## config.mk

```make
export PLATFORM = sky130hd
export DESIGN_NAME = vigenere_letter_shift_cipher_core
export DESIGN_NICKNAME = d
export VERILOG_FILES = /design/src/rtl/vlsc_pkg.sv /design/src/rtl/vlsc_csr.sv /design/src/rtl/vlsc_datapath.sv /design/src/rtl/vigenere_letter_shift_cipher_core.sv
export SDC_FILE = /design/constraint.sdc
export NUM_CORES = 1
export LEC_CHECK = 0
export ABC_AREA = 1
export BUFFER_PORTS_ARGS = -buffer_cell sky130_fd_sc_hd__buf_2
export CORE_ASPECT_RATIO = 0.7
export CORE_MARGIN = 10
export CORE_UTILIZATION = 30
export DETAILED_ROUTE_END_ITERATION = 16
export SLEW_MARGIN = 25
export SYNTH_ARGS = -nofsm -noshare
export SYNTH_HDL_FRONTEND = slang
export SYNTH_SLANG_ARGS = --single-unit
```

## constraint.sdc

```tcl
create_clock -name clock -period 11.5 [get_ports clock]
set_input_delay 0.575 -clock clock [delete_from_list [all_inputs] [get_ports clock]]
set_output_delay 0.575 -clock clock [all_outputs]
set_load 0.01 [all_outputs]
```

## src/rtl/vlsc_pkg.sv

```systemverilog
package vlsc_pkg;

   // Fixed widths of the character stream and the register port.
   localparam int CharW         = 8;
   localparam int CsrDataW      = 64;
   localparam int CsrIndexW     = 3;
   localparam int KeyLenW       = 5;
   localparam int ShiftW        = 5;
   localparam int KeyLettersMax = 16;
   localparam int BytesPerWord  = 8;

   // Register indexes.
   localparam logic [CsrIndexW-1:0] CsrMode        = 3'd0;
   localparam logic [CsrIndexW-1:0] CsrKeyLength   = 3'd1;
   localparam logic [CsrIndexW-1:0] CsrKeyLettersLo = 3'd2;
   localparam logic [CsrIndexW-1:0] CsrKeyLettersHi = 3'd3;

   // Mode codes.
   localparam logic ModeEncrypt = 1'b0;
   localparam logic ModeDecrypt = 1'b1;

   // ASCII landmarks.
   localparam logic [CharW-1:0] UpperA      = 8'd65;
   localparam logic [CharW-1:0] UpperZ      = 8'd90;
   localparam logic [CharW-1:0] LowerA      = 8'd97;
   localparam logic [CharW-1:0] LowerZ      = 8'd122;
   localparam logic [CharW-1:0] LowerAMinus1 = 8'd96;
   localparam logic [CharW-1:0] CaseOffset  = 8'd32;
   localparam logic [5:0]       Alphabet    = 6'd26;

   typedef struct packed {
      logic               mode;
      logic [KeyLenW-1:0] length;   // already saturated to the usable range
   } cfg_type;

   function automatic logic is_upper(input logic [CharW-1:0] c);
      return c inside {[UpperA:UpperZ]};
   endfunction

   function automatic logic is_lower(input logic [CharW-1:0] c);
      return c inside {[LowerA:LowerZ]};
   endfunction

   // Shift given by one key byte: a or A gives 1 through z or Z giving 26,
   // anything else gives no shift at all.
   function automatic logic [ShiftW-1:0] key_shift(input logic [CharW-1:0] b);
      logic [CharW-1:0] folded;
      logic [CharW-1:0] diff;
      folded = is_upper(b) ? (b + CaseOffset) : b;
      diff   = folded - LowerAMinus1;
      return is_lower(folded) ? diff[ShiftW-1:0] : '0;
   endfunction

endpackage

```

## src/rtl/vlsc_csr.sv

```systemverilog
module vlsc_csr
   import vlsc_pkg::*;
#(
   parameter int MAX_KEY_LETTERS = KeyLettersMax
) (
   input  logic                                  clock,
   input  logic                                  reset,
   input  logic                                  csr_wr_en,
   input  logic [CsrIndexW-1:0]                  csr_index,
   input  logic [CsrDataW-1:0]                   csr_wdata,
   output cfg_type                               cfg,
   output logic [MAX_KEY_LETTERS-1:0][CharW-1:0] key_bytes
);

   localparam logic [KeyLenW-1:0] MaxLen = KeyLenW'(MAX_KEY_LETTERS);

   logic                                  mode_ff;
   logic [KeyLenW-1:0]                    length_ff;
   logic [KeyLenW-1:0]                    length_in;
   logic [MAX_KEY_LETTERS-1:0][CharW-1:0] key_bytes_ff;

   // The length is saturated on the way in, so the datapath sees 1..MAX only.
   always_comb begin
      if (csr_wdata[KeyLenW-1:0] == '0) begin
         length_in = KeyLenW'(1);
      end else if (csr_wdata[KeyLenW-1:0] > MaxLen) begin
         length_in = MaxLen;
      end else begin
         length_in = csr_wdata[KeyLenW-1:0];
      end
   end

   always_ff @(posedge clock) begin
      if (reset) begin
         mode_ff      <= ModeEncrypt;
         length_ff    <= KeyLenW'(1);
         key_bytes_ff <= '0;
      end else if (csr_wr_en) begin
         case (csr_index)
            CsrMode: begin
               mode_ff <= csr_wdata[0];
            end
            CsrKeyLength: begin
               length_ff <= length_in;
            end
            CsrKeyLettersLo: begin
               for (int i = 0; i < MAX_KEY_LETTERS; i++) begin
                  if (i < BytesPerWord) begin
                     key_bytes_ff[i] <= csr_wdata[(i % BytesPerWord) * CharW +: CharW];
                  end
               end
            end
            CsrKeyLettersHi: begin
               for (int i = 0; i < MAX_KEY_LETTERS; i++) begin
                  if (i >= BytesPerWord) begin
                     key_bytes_ff[i] <= csr_wdata[(i % BytesPerWord) * CharW +: CharW];
                  end
               end
            end
            default: begin
            end
         endcase
      end
   end

   assign cfg.mode   = mode_ff;
   assign cfg.length = length_ff;
   assign key_bytes  = key_bytes_ff;

endmodule

```

## src/rtl/vlsc_datapath.sv

```systemverilog
module vlsc_datapath
   import vlsc_pkg::*;
#(
   parameter int MAX_KEY_LETTERS = KeyLettersMax
) (
   input  logic                                  clock,
   input  logic                                  reset,
   input  cfg_type                               cfg,
   input  logic [MAX_KEY_LETTERS-1:0][CharW-1:0] key_bytes,
   input  logic                                  req_valid,
   output logic                                  req_ready,
   input  logic [CharW-1:0]                      req_in_char,
   output logic                                  rsp_valid,
   input  logic                                  rsp_ready,
   output logic [CharW-1:0]                      rsp_out_char
);

   localparam int PosW = (MAX_KEY_LETTERS > 1) ? $clog2(MAX_KEY_LETTERS) : 1;

   logic             s1_valid_ff, s1_valid_in;
   logic [CharW-1:0] s1_char_ff, s1_char_in;
   logic             rsp_valid_ff, rsp_valid_in;
   logic [CharW-1:0] rsp_char_ff, rsp_char_in;
   logic [PosW-1:0]  pos_ff, pos_in;

   logic               advance;
   logic               upper;
   logic               letter;
   logic [CharW-1:0]   base;
   logic [CharW-1:0]   rel;
   logic [PosW-1:0]    pos_use;
   logic [ShiftW-1:0]  shift;
   logic [5:0]         sum;
   logic [5:0]         wrapped;
   logic [KeyLenW-1:0] pos_next;

   assign advance   = s1_valid_ff && (!rsp_valid_ff || rsp_ready);
   assign req_ready = !s1_valid_ff || advance;

   always_comb begin
      upper  = is_upper(s1_char_ff);
      letter = upper || is_lower(s1_char_ff);
      base   = upper ? UpperA : LowerA;
      rel    = s1_char_ff - base;

      // A position left beyond a shortened key restarts at the first letter.
      pos_use = (KeyLenW'(pos_ff) >= cfg.length) ? '0 : pos_ff;
      shift   = key_shift(key_bytes[pos_use]);

      if (cfg.mode == ModeDecrypt) begin
         sum = {1'b0, rel[ShiftW-1:0]} + Alphabet - {1'b0, shift};
      end else begin
         sum = {1'b0, rel[ShiftW-1:0]} + {1'b0, shift};
      end
      wrapped  = (sum >= Alphabet) ? (sum - Alphabet) : sum;
      pos_next = KeyLenW'(pos_use) + KeyLenW'(1);

      s1_valid_in  = s1_valid_ff;
      s1_char_in   = s1_char_ff;
      rsp_valid_in = rsp_valid_ff;
      rsp_char_in  = rsp_char_ff;
      pos_in       = pos_ff;

      if (rsp_valid_ff && rsp_ready) begin
         rsp_valid_in = 1'b0;
      end
      if (advance) begin
         s1_valid_in  = 1'b0;
         rsp_valid_in = 1'b1;
         if (letter) begin
            rsp_char_in = base + CharW'(wrapped);
            pos_in      = (pos_next >= cfg.length) ? '0 : pos_next[PosW-1:0];
         end else begin
            rsp_char_in = s1_char_ff;
         end
      end
      if (req_valid && req_ready) begin
         s1_valid_in = 1'b1;
         s1_char_in  = req_in_char;
      end
   end

   always_ff @(posedge clock) begin
      if (reset) begin
         s1_valid_ff  <= 1'b0;
         rsp_valid_ff <= 1'b0;
         pos_ff       <= '0;
      end else begin
         s1_valid_ff  <= s1_valid_in;
         rsp_valid_ff <= rsp_valid_in;
         pos_ff       <= pos_in;
      end
   end

   always_ff @(posedge clock) begin
      s1_char_ff  <= s1_char_in;
      rsp_char_ff <= rsp_char_in;
   end

   assign rsp_valid    = rsp_valid_ff;
   assign rsp_out_char = rsp_char_ff;

   // A character that is not a letter passes through and leaves the key alone.
   a_nonletter_passes: assert property (@(posedge clock) disable iff (reset)
      advance && !letter |=> rsp_char_ff == $past(s1_char_ff) && $stable(pos_ff))
      else $error("non-letter item altered or key position moved");

   // Letters keep their case.
   a_upper_kept: assert property (@(posedge clock) disable iff (reset)
      advance && upper |=> is_upper(rsp_char_ff))
      else $error("upper-case letter left its case");

   a_lower_kept: assert property (@(posedge clock) disable iff (reset)
      advance && letter && !upper |=> is_lower(rsp_char_ff))
      else $error("lower-case letter left its case");

   // With both stages full and the receiver stalled, no item may be taken.
   a_full_blocks: assert property (@(posedge clock) disable iff (reset)
      s1_valid_ff && rsp_valid_ff && !rsp_ready |-> !req_ready)
      else $error("item accepted while both stages are full");

endmodule

```

## src/rtl/vigenere_letter_shift_cipher_core.sv

```systemverilog
// Letter shift cipher core, one character per item.
//
// Characters arrive on the req_ channel (req_valid, req_ready, req_in_char)
// and leave on the rsp_ channel (rsp_valid, rsp_ready, rsp_out_char), one
// result item for every input item and in the same order. An ASCII letter is
// shifted by the current key letter (a is 1 through z is 26), forward when
// mode is 0 and back when mode is 1, wrapping within its own case; the key
// position then moves on cyclically. Every other byte passes unchanged. The
// key, length and mode are written through the csr_ port, one register per
// cycle; the user must do so only while no item is in flight (unenforced).
//
// Each accepted item is held in one input register and then in one result
// register, with the letter test, key select, add and wrap between them; it
// moves on into the result register when that is empty or being emptied.
// Throughput is one item per cycle while the receiver keeps taking results.
// When the receiver stalls, the result register holds and the input register
// takes one more item before req_ready falls.
// Reset clears both stages, returns the key position to the first letter and
// sets mode to encrypt, key length to one and all key bytes to zero.
module vigenere_letter_shift_cipher_core
   import vlsc_pkg::*;
#(
   parameter int MAX_KEY_LETTERS = KeyLettersMax
) (
   input  logic                 clock,
   input  logic                 reset,
   input  logic                 req_valid,
   output logic                 req_ready,
   input  logic [CharW-1:0]     req_in_char,
   output logic                 rsp_valid,
   input  logic                 rsp_ready,
   output logic [CharW-1:0]     rsp_out_char,
   input  logic                 csr_wr_en,
   input  logic [CsrIndexW-1:0] csr_index,
   input  logic [CsrDataW-1:0]  csr_wdata
);

   cfg_type                               cfg;
   logic [MAX_KEY_LETTERS-1:0][CharW-1:0] key_bytes;

   // Configuration registers; the key length is saturated when written.
   vlsc_csr #(
      .MAX_KEY_LETTERS(MAX_KEY_LETTERS)
   ) u_csr (
      .clock     (clock),
      .reset     (reset),
      .csr_wr_en (csr_wr_en),
      .csr_index (csr_index),
      .csr_wdata (csr_wdata),
      .cfg       (cfg),
      .key_bytes (key_bytes)
   );

   // Two-stage character path with the key position register.
   vlsc_datapath #(
      .MAX_KEY_LETTERS(MAX_KEY_LETTERS)
   ) u_datapath (
      .clock        (clock),
      .reset        (reset),
      .cfg          (cfg),
      .key_bytes    (key_bytes),
      .req_valid    (req_valid),
      .req_ready    (req_ready),
      .req_in_char  (req_in_char),
      .rsp_valid    (rsp_valid),
      .rsp_ready    (rsp_ready),
      .rsp_out_char (rsp_out_char)
   );

endmodule

```

# Yosys cells after proc, flatten, opt, wreduce, memory -nomap -nowiden

Cells that the tools add are included.

Add/sub/neg operators: 9
Mux-type cells: 16
Shift-type cells: 0
Eq/ne operators: 3
$mul: 0
Bitwise gates (word level): 0
Divide/modulo/power cells: 0
Reductions and logical operators: 21
Magnitude comparators: 13

Operator list:

| kind                                                                         | number |
|---|---|
| 8-bit binary-select mux with 4-bit select                                    | 1 |
| 8-bit by 7-bit >= comparator with 1-bit output, second input constant        | 4 |
| 8-bit by 7-bit <= comparator with 1-bit output, second input constant        | 4 |
| 8-bit 2-to-1 mux                                                             | 3 |
| 6-bit 2-to-1 mux                                                             | 3 |
| 5-bit 2-to-1 mux                                                             | 3 |
| 2-bit AND reduction                                                          | 5 |
| 7-bit by 6-bit adder with 8-bit output                                       | 1 |
| 8-bit by 6-bit adder with 8-bit output, second input constant                | 1 |
| 4-bit 2-to-1 mux                                                             | 2 |
| 1-bit logical AND                                                            | 7 |
| 5-bit by 5-bit adder with 6-bit output                                       | 1 |
| 5-bit by 5-bit adder with 6-bit output, second input constant                | 1 |
| 3-bit by 2-bit equality test with 1-bit output, second input constant        | 2 |
| 6-bit by 5-bit >= comparator with 1-bit output, second input constant        | 1 |
| 6-bit by 5-bit subtractor with 6-bit output                                  | 1 |
| 6-bit by 5-bit subtractor with 6-bit output, second input constant           | 1 |
| 4-bit by 1-bit adder with 5-bit output, second input constant                | 1 |
| 4-bit by 5-bit >= comparator with 1-bit output                               | 1 |
| 5-bit >= comparator                                                          | 1 |
| 5-bit greater-than comparator, second input constant                         | 1 |
| 5-bit logical NOT                                                            | 1 |
| 4-bit by 5-bit less-than comparator with 1-bit output, second input constant | 1 |
| 5-bit by 1-bit subtractor with 5-bit output, second input constant           | 1 |
| other kinds (7)                                                              | 14 |

Flip-flop bits (word level): 156
Bits in read-only memories: 0
Bits in writable memories: 0
Memories: 0
Bits in latches: 0
Bits of input ports: 80

# Logic depth before layout (Yosys ltp)

Depth after elaboration: 16
Depth in mapped cells: 45
Gate-level depth less buffers: 43

# By module

Synthesis repeated with hierarchy kept, for this count alone.

Cells, all modules: 1,446
Area, all modules: 9,245.1 um^2

Modules (own cells, without submodules):

| module        | area an instance (um^2) | cells each | instances | sequential area each (um^2) |
|---|---|---|---|---|
| vlsc_csr      | 5,370.2                 | 797        | 1         | 2,682.6 |
| vlsc_datapath | 3,875.0                 | 649        | 1         | 600.6 |

# Least setup slack after synthesis

Ideal clock, no wire load.

Path kind: reg2reg
From: reg u_datapath.pos_ff[0]
To: reg u_datapath.rsp_char_ff[5] (netlist: u_datapath.rsp_out_char[5]), data pin
Data arrival time: 5.152 ns
Path buffers: 3
Data required time: 11.246 ns
Path slack: 6.094 ns
Period minus slack after synthesis: 5.406 ns
Setup time: 0.254 ns
Cell stages (with the launch flop): 40
Cell sequence: dfxtp_1 > buf_2 > inv_1 > clkbuf_1 > ha_1 > inv_1 > nand2_1 > nand2_1 > nor2_1 > nor2_4 > nand3_4 > buf_2 > o211ai_1 > nand3_1 > nand2_1 > nor2_1 > a31oi_1 > ha_1 > [... 4 more ...] > nand3_4 > nor2_2 > ha_1 > ha_1 > fa_1 > o21ai_1 > nand2_1 > and3_1 > nand2_1 > nand2_1 > o21ai_0 > a21oi_1 > ha_1 > inv_1 > nor2_1 > nand2_1 > nand3_1 > nand2_1

Longest elaborated chain between the ends: 16
Elaborated cells between the ends (all ways): 22
Classes of those cells: add/sub: 6; order compare: 6; mux: 8; reduce/logical: 2

Ends and longest elaborated chain:

| element                                                                                                                 | line                                     | RTL |
|---|---|---|
| from (decl)                                                                                                             | vlsc_datapath.sv:24                      | `logic [PosW-1:0] pos_ff, pos_in;` |
| from (signal assigned)                                                                                                  | vlsc_datapath.sv:91                      | `pos_ff <= pos_in;` |
| 4-bit by 5-bit >= comparator with 1-bit output                                                                          | vlsc_datapath.sv:47                      | `pos_use = (KeyLenW'(pos_ff) >= cfg.length) ? '0 : pos_ff;` |
| 4-bit 2-to-1 mux (*)                                                                                                    | vlsc_datapath.sv:47                      |  |
| 8-bit binary-select mux with 4-bit select (*)                                                                           | vlsc_datapath.sv:48                      | `shift = key_shift(key_bytes[pos_use]);` |
| 8-bit 2-to-1 mux (not written as such) (*)                                                                              | vlsc_datapath.sv:48                      |  |
| 8-bit by 7-bit >= comparator with 1-bit output / 8-bit by 7-bit <= comparator with 1-bit output (equally long branches) | vlsc_pkg.sv:37                           | `return c inside {[UpperA:UpperZ]};` |
| 1-bit logical AND                                                                                                       | vlsc_pkg.sv:37                           |  |
| 8-bit 2-to-1 mux (*)                                                                                                    | vlsc_pkg.sv:49                           | `folded = is_upper(b) ? (b + CaseOffset) : b;` |
| 8-bit by 7-bit >= comparator with 1-bit output / 8-bit by 7-bit <= comparator with 1-bit output (equally long branches) | vlsc_pkg.sv:41                           | `return c inside {[LowerA:LowerZ]};` |
| 1-bit logical AND                                                                                                       | vlsc_pkg.sv:41                           |  |
| 5-bit 2-to-1 mux (*)                                                                                                    | vlsc_pkg.sv:51                           | `return is_lower(folded) ? diff[ShiftW-1:0] : '0;` |
| 6-bit by 5-bit subtractor with 6-bit output / 5-bit by 5-bit adder with 6-bit output (equally long branches)            | vlsc_datapath.sv:51, vlsc_datapath.sv:53 |  |
| 6-bit 2-to-1 mux (*)                                                                                                    | vlsc_datapath.sv:50                      | `if (cfg.mode == ModeDecrypt) begin` |
| 6-bit by 5-bit subtractor with 6-bit output / 6-bit by 5-bit >= comparator with 1-bit output (equally long branches)    | vlsc_datapath.sv:55                      | `wrapped = (sum >= Alphabet) ? (sum - Alphabet) : sum;` |
| 6-bit 2-to-1 mux (*)                                                                                                    | vlsc_datapath.sv:55                      |  |
| 7-bit by 6-bit adder with 8-bit output (*)                                                                              | vlsc_datapath.sv:71                      | `rsp_char_in = base + CharW'(wrapped);` |
| 8-bit 2-to-1 mux (*)                                                                                                    | vlsc_datapath.sv:70                      | `if (letter) begin` |
| to (signal assigned)                                                                                                    | vlsc_datapath.sv:97                      | `rsp_char_ff <= rsp_char_in;` |
| to (decl)                                                                                                               | vlsc_datapath.sv:23                      | `logic [CharW-1:0] rsp_char_ff, rsp_char_in;` |

Mark *: on every way between the ends. The rest lies on a longest branch, timed or not. The select of a mux whose other input is x is not followed.
A chain may end at the register's enable or synchronous reset.

# Worst setup path after layout

Same ends and word-level chain as after synthesis.

==> qor.yml <==
status: "finished clean"
hold_viol: 0
crit_required_ns: 11.70
synth_seq_cells: 156
peakVddDrop_uv: 105
synth_nets: 1258
avgSynthCellArea_um2: 7.05
async_flop_share_pct: 0
vias: 7531
post-route-period-util_pct: 53.8
synth.area.top_cells: "dfxtp_1 35%, o21ai_0 9.0%, nand2_1 7.5%"
slew_violations: 0
p_sw_w: 0.000357
cts_buffer_depth: 2
seq_area_frac_synth_pct: 40.6
yosys_warnings: 0
grt_overflow: 0
finalWeightedCongestion: 0.916
clkSlewWorstSetupHoldPaths_ns: 0.07
synth_common_cells: "162 x nand2_1, 148 x inv_1, 146 x o21ai_0"
seqPwrFrac_pct: 44.5
antenna_left: 0
crit_type: "register to register"
cts_sinks: 156
antenna_found_initial: 3
finalSetupViolations: 0
firstDrtPassIters: 5
wl_per_cell_um: 15.4
synth_edf_count: 16
postCtsSetupRepairBufs: 0
dr.first_iter.drc_count: 531
viasPerCell: 4.78
drive_gt1_share_pct: 12.8
grt_pass1_vias: 6870
rows: 50
sw_frac_of_total_pct: 27.2
cts_buffers: 17
syn2layout_area_growth_pct: 15.8
max_stage_delay_ns: 0.43
intPower_w: 0.000953
die_y_um: 157
slowest_stage: "fa_1"
io_pins: 90
final_nets: 1307
grt_pass1_wl_um: 37900
clk_latency_ns: 0.44
start_util_pct: 30.3
hp-class: "input port to register"
fillCellCount: 2907
h-tree-depth: 4
worst_hold_slack_ns: 0.309
cp-end-kind: "register"
place_hpwl_um: 17400
syn_inst: 1146
relSlewSlack_pct: 40.4
synth_top_area_share_pct: 34.7
drc: 0
min_period_ns: 6.19
rsz0062_at_grt: "no"
synthDistinctLibCells: 37
clock_skew_ns: 0.00918
cp_common_cell: "nand2_1"
syn_area_um2: 8080
max_cap_violations: 0
core_area_um2: 26700
synth_largest_area_cell: "dfxtp_1"
grt_max_degree: 99
p_per_area_nw_per_um2: 140
die-area_um2: 34000
die_w_um: 216
synth_flop_cell: "dfxtp_1"
postRouteWirelength_um: 24200
cp-start-kind: "register"
cts_hold_buf: 0
clockRootBuffer: "clkbuf_16"
io_buffers: 89
leakage_nw: 3.81
cp.arrival_ns: 6.38
cts_resized: 0
track_usage_pct: 14.1
tns_ns: 0
yosys.cell_count.top_type: "nand2_1"
cts_tree: "built"
max_clock_freq_mhz: 162
power_frac_clock_pct: 43.2
pwr-share-comb_pct: 12.3
cp_max_fo: 26
worst_pin_slew_ns: 0.893
worst max-delay path: cells and delay by family, from the launching register on:
family / cells / cell delay, ns
compound gates: 5 / 0.60
fa+ha+maj: 6 / 1.83
buf+inv: 5 / 0.95
flops: 1 / 0.31
simple gates: 21 / 2.24
placed cells by master (no fill, tap or decap), types with 3 or more instances in the layout:
cell type / n
o211ai_1: 19
nand4_1: 8
nor2_2: 6
o21bai_1: 3
o21a_1: 3
nand2_2: 5
a21oi_1: 114
inv_2: 9
a211oi_1: 3
nand2_1: 162
edfxtp_1: 16
dfxtp_1: 140
ha_1: 30
nor2_1: 133
diode_2: 3
clkbuf_16: 17
o21ai_0: 146
buf_4: 5
nand3_4: 3
nand3_1: 96
clkinv_4: 5
clkinvlp_4: 3
inv_1: 147
o21ai_1: 17
xor2_1: 5
buf_2: 89
metal layers:
| metal | GRT usage, % | wire (um) |
|---|---|---|
| met3 | 4.41 | 1970 |
| met4 | 4.12 | 229 |
| met5 | 0 | 0 |
| met2 | 19.5 | 9700 |
| met1 | 20.2 | 12300 |
cell type report:
type                       count  area [um2]  share of cell area, %
antenna                        3        7.51                 0.0802
timing repair buffer          94         483                   5.16
clock buffer                  18         439                   4.69
multi-input combinational    770        3960                   42.3
inverter                     156         586                   6.26
clock inverter                13         145                   1.55
sequential                   156        3280                   35.1
tap                          364         455                   4.87
worst paths after layout:
kind	slack, ns	from	endpoint	cells after the start
hold / removal	0.31	req_in_char[7]	u_datapath.s1_char_ff[7]	1
setup reg to reg	5.31	u_datapath.pos_ff[0]	u_datapath.rsp_out_char[5]	37
setup / recovery	5.31	u_datapath.pos_ff[0]	u_datapath.rsp_out_char[5]	37
hold reg to reg	0.45	u_csr.key_bytes[95]	u_csr.key_bytes[95]	2
metrics by stage:
stage / power, W / instance area (um2) / std cells / worst slack (ns) / util, %
2_1_floorplan: 0.000702 / 8080 / 1146 / 6.09 / -
3_3_place_gp: 0.000751 / 8760 / 1540 / 5.54 / 32.9
3_5_place_dp: 0.000754 / 8760 / 1540 / 5.36 / 32.9
4_1_cts: 0.00132 / 9350 / 1571 / 5.34 / 35.1
5_1_grt: 0.00137 / 9350 / 1573 / 4.73 / 35.1
6_report: 0.00131 / 9360 / 1574 / 5.31 / 35.1
sequential cells by signal (all words and copies together) (netlist names):
signal,flops
u_csr.key_bytes,128
u_csr.length_ff,5
u_csr.mode_ff,1
u_datapath.pos_ff,4
u_datapath.rsp_out_char,8
u_datapath.rsp_valid,1
u_datapath.s1_char_ff,8
u_datapath.s1_valid_ff,1
power groups by stage:
stage	clock (W)	sequential (W)	combinational (W)
5_1_grt	0.000600	0.000584	0.000185
2_1_floorplan	0	0.000591	0.000110
4_1_cts	0.000577	0.000582	0.000161
3_5_place_dp	0	0.000594	0.000160
3_3_place_gp	0	0.000594	0.000157
6_report	0.000566	0.000582	0.000161
cell families (layout without fill, tap and decap cells):
group,count (synthesis),count (layout),synth area share (%)
AND/OR/NAND/NOR,424,424,23.0
AO/OA/AOI/OAI,309,309,20.1
buffers and inverters,220,281,10.6
flip-flops,156,156,40.6
adder cells (fa/ha/maj),32,32,5.14
XOR/XNOR,5,5,0.542
other,0,3,0
Power figures use the tool's default switching activity.
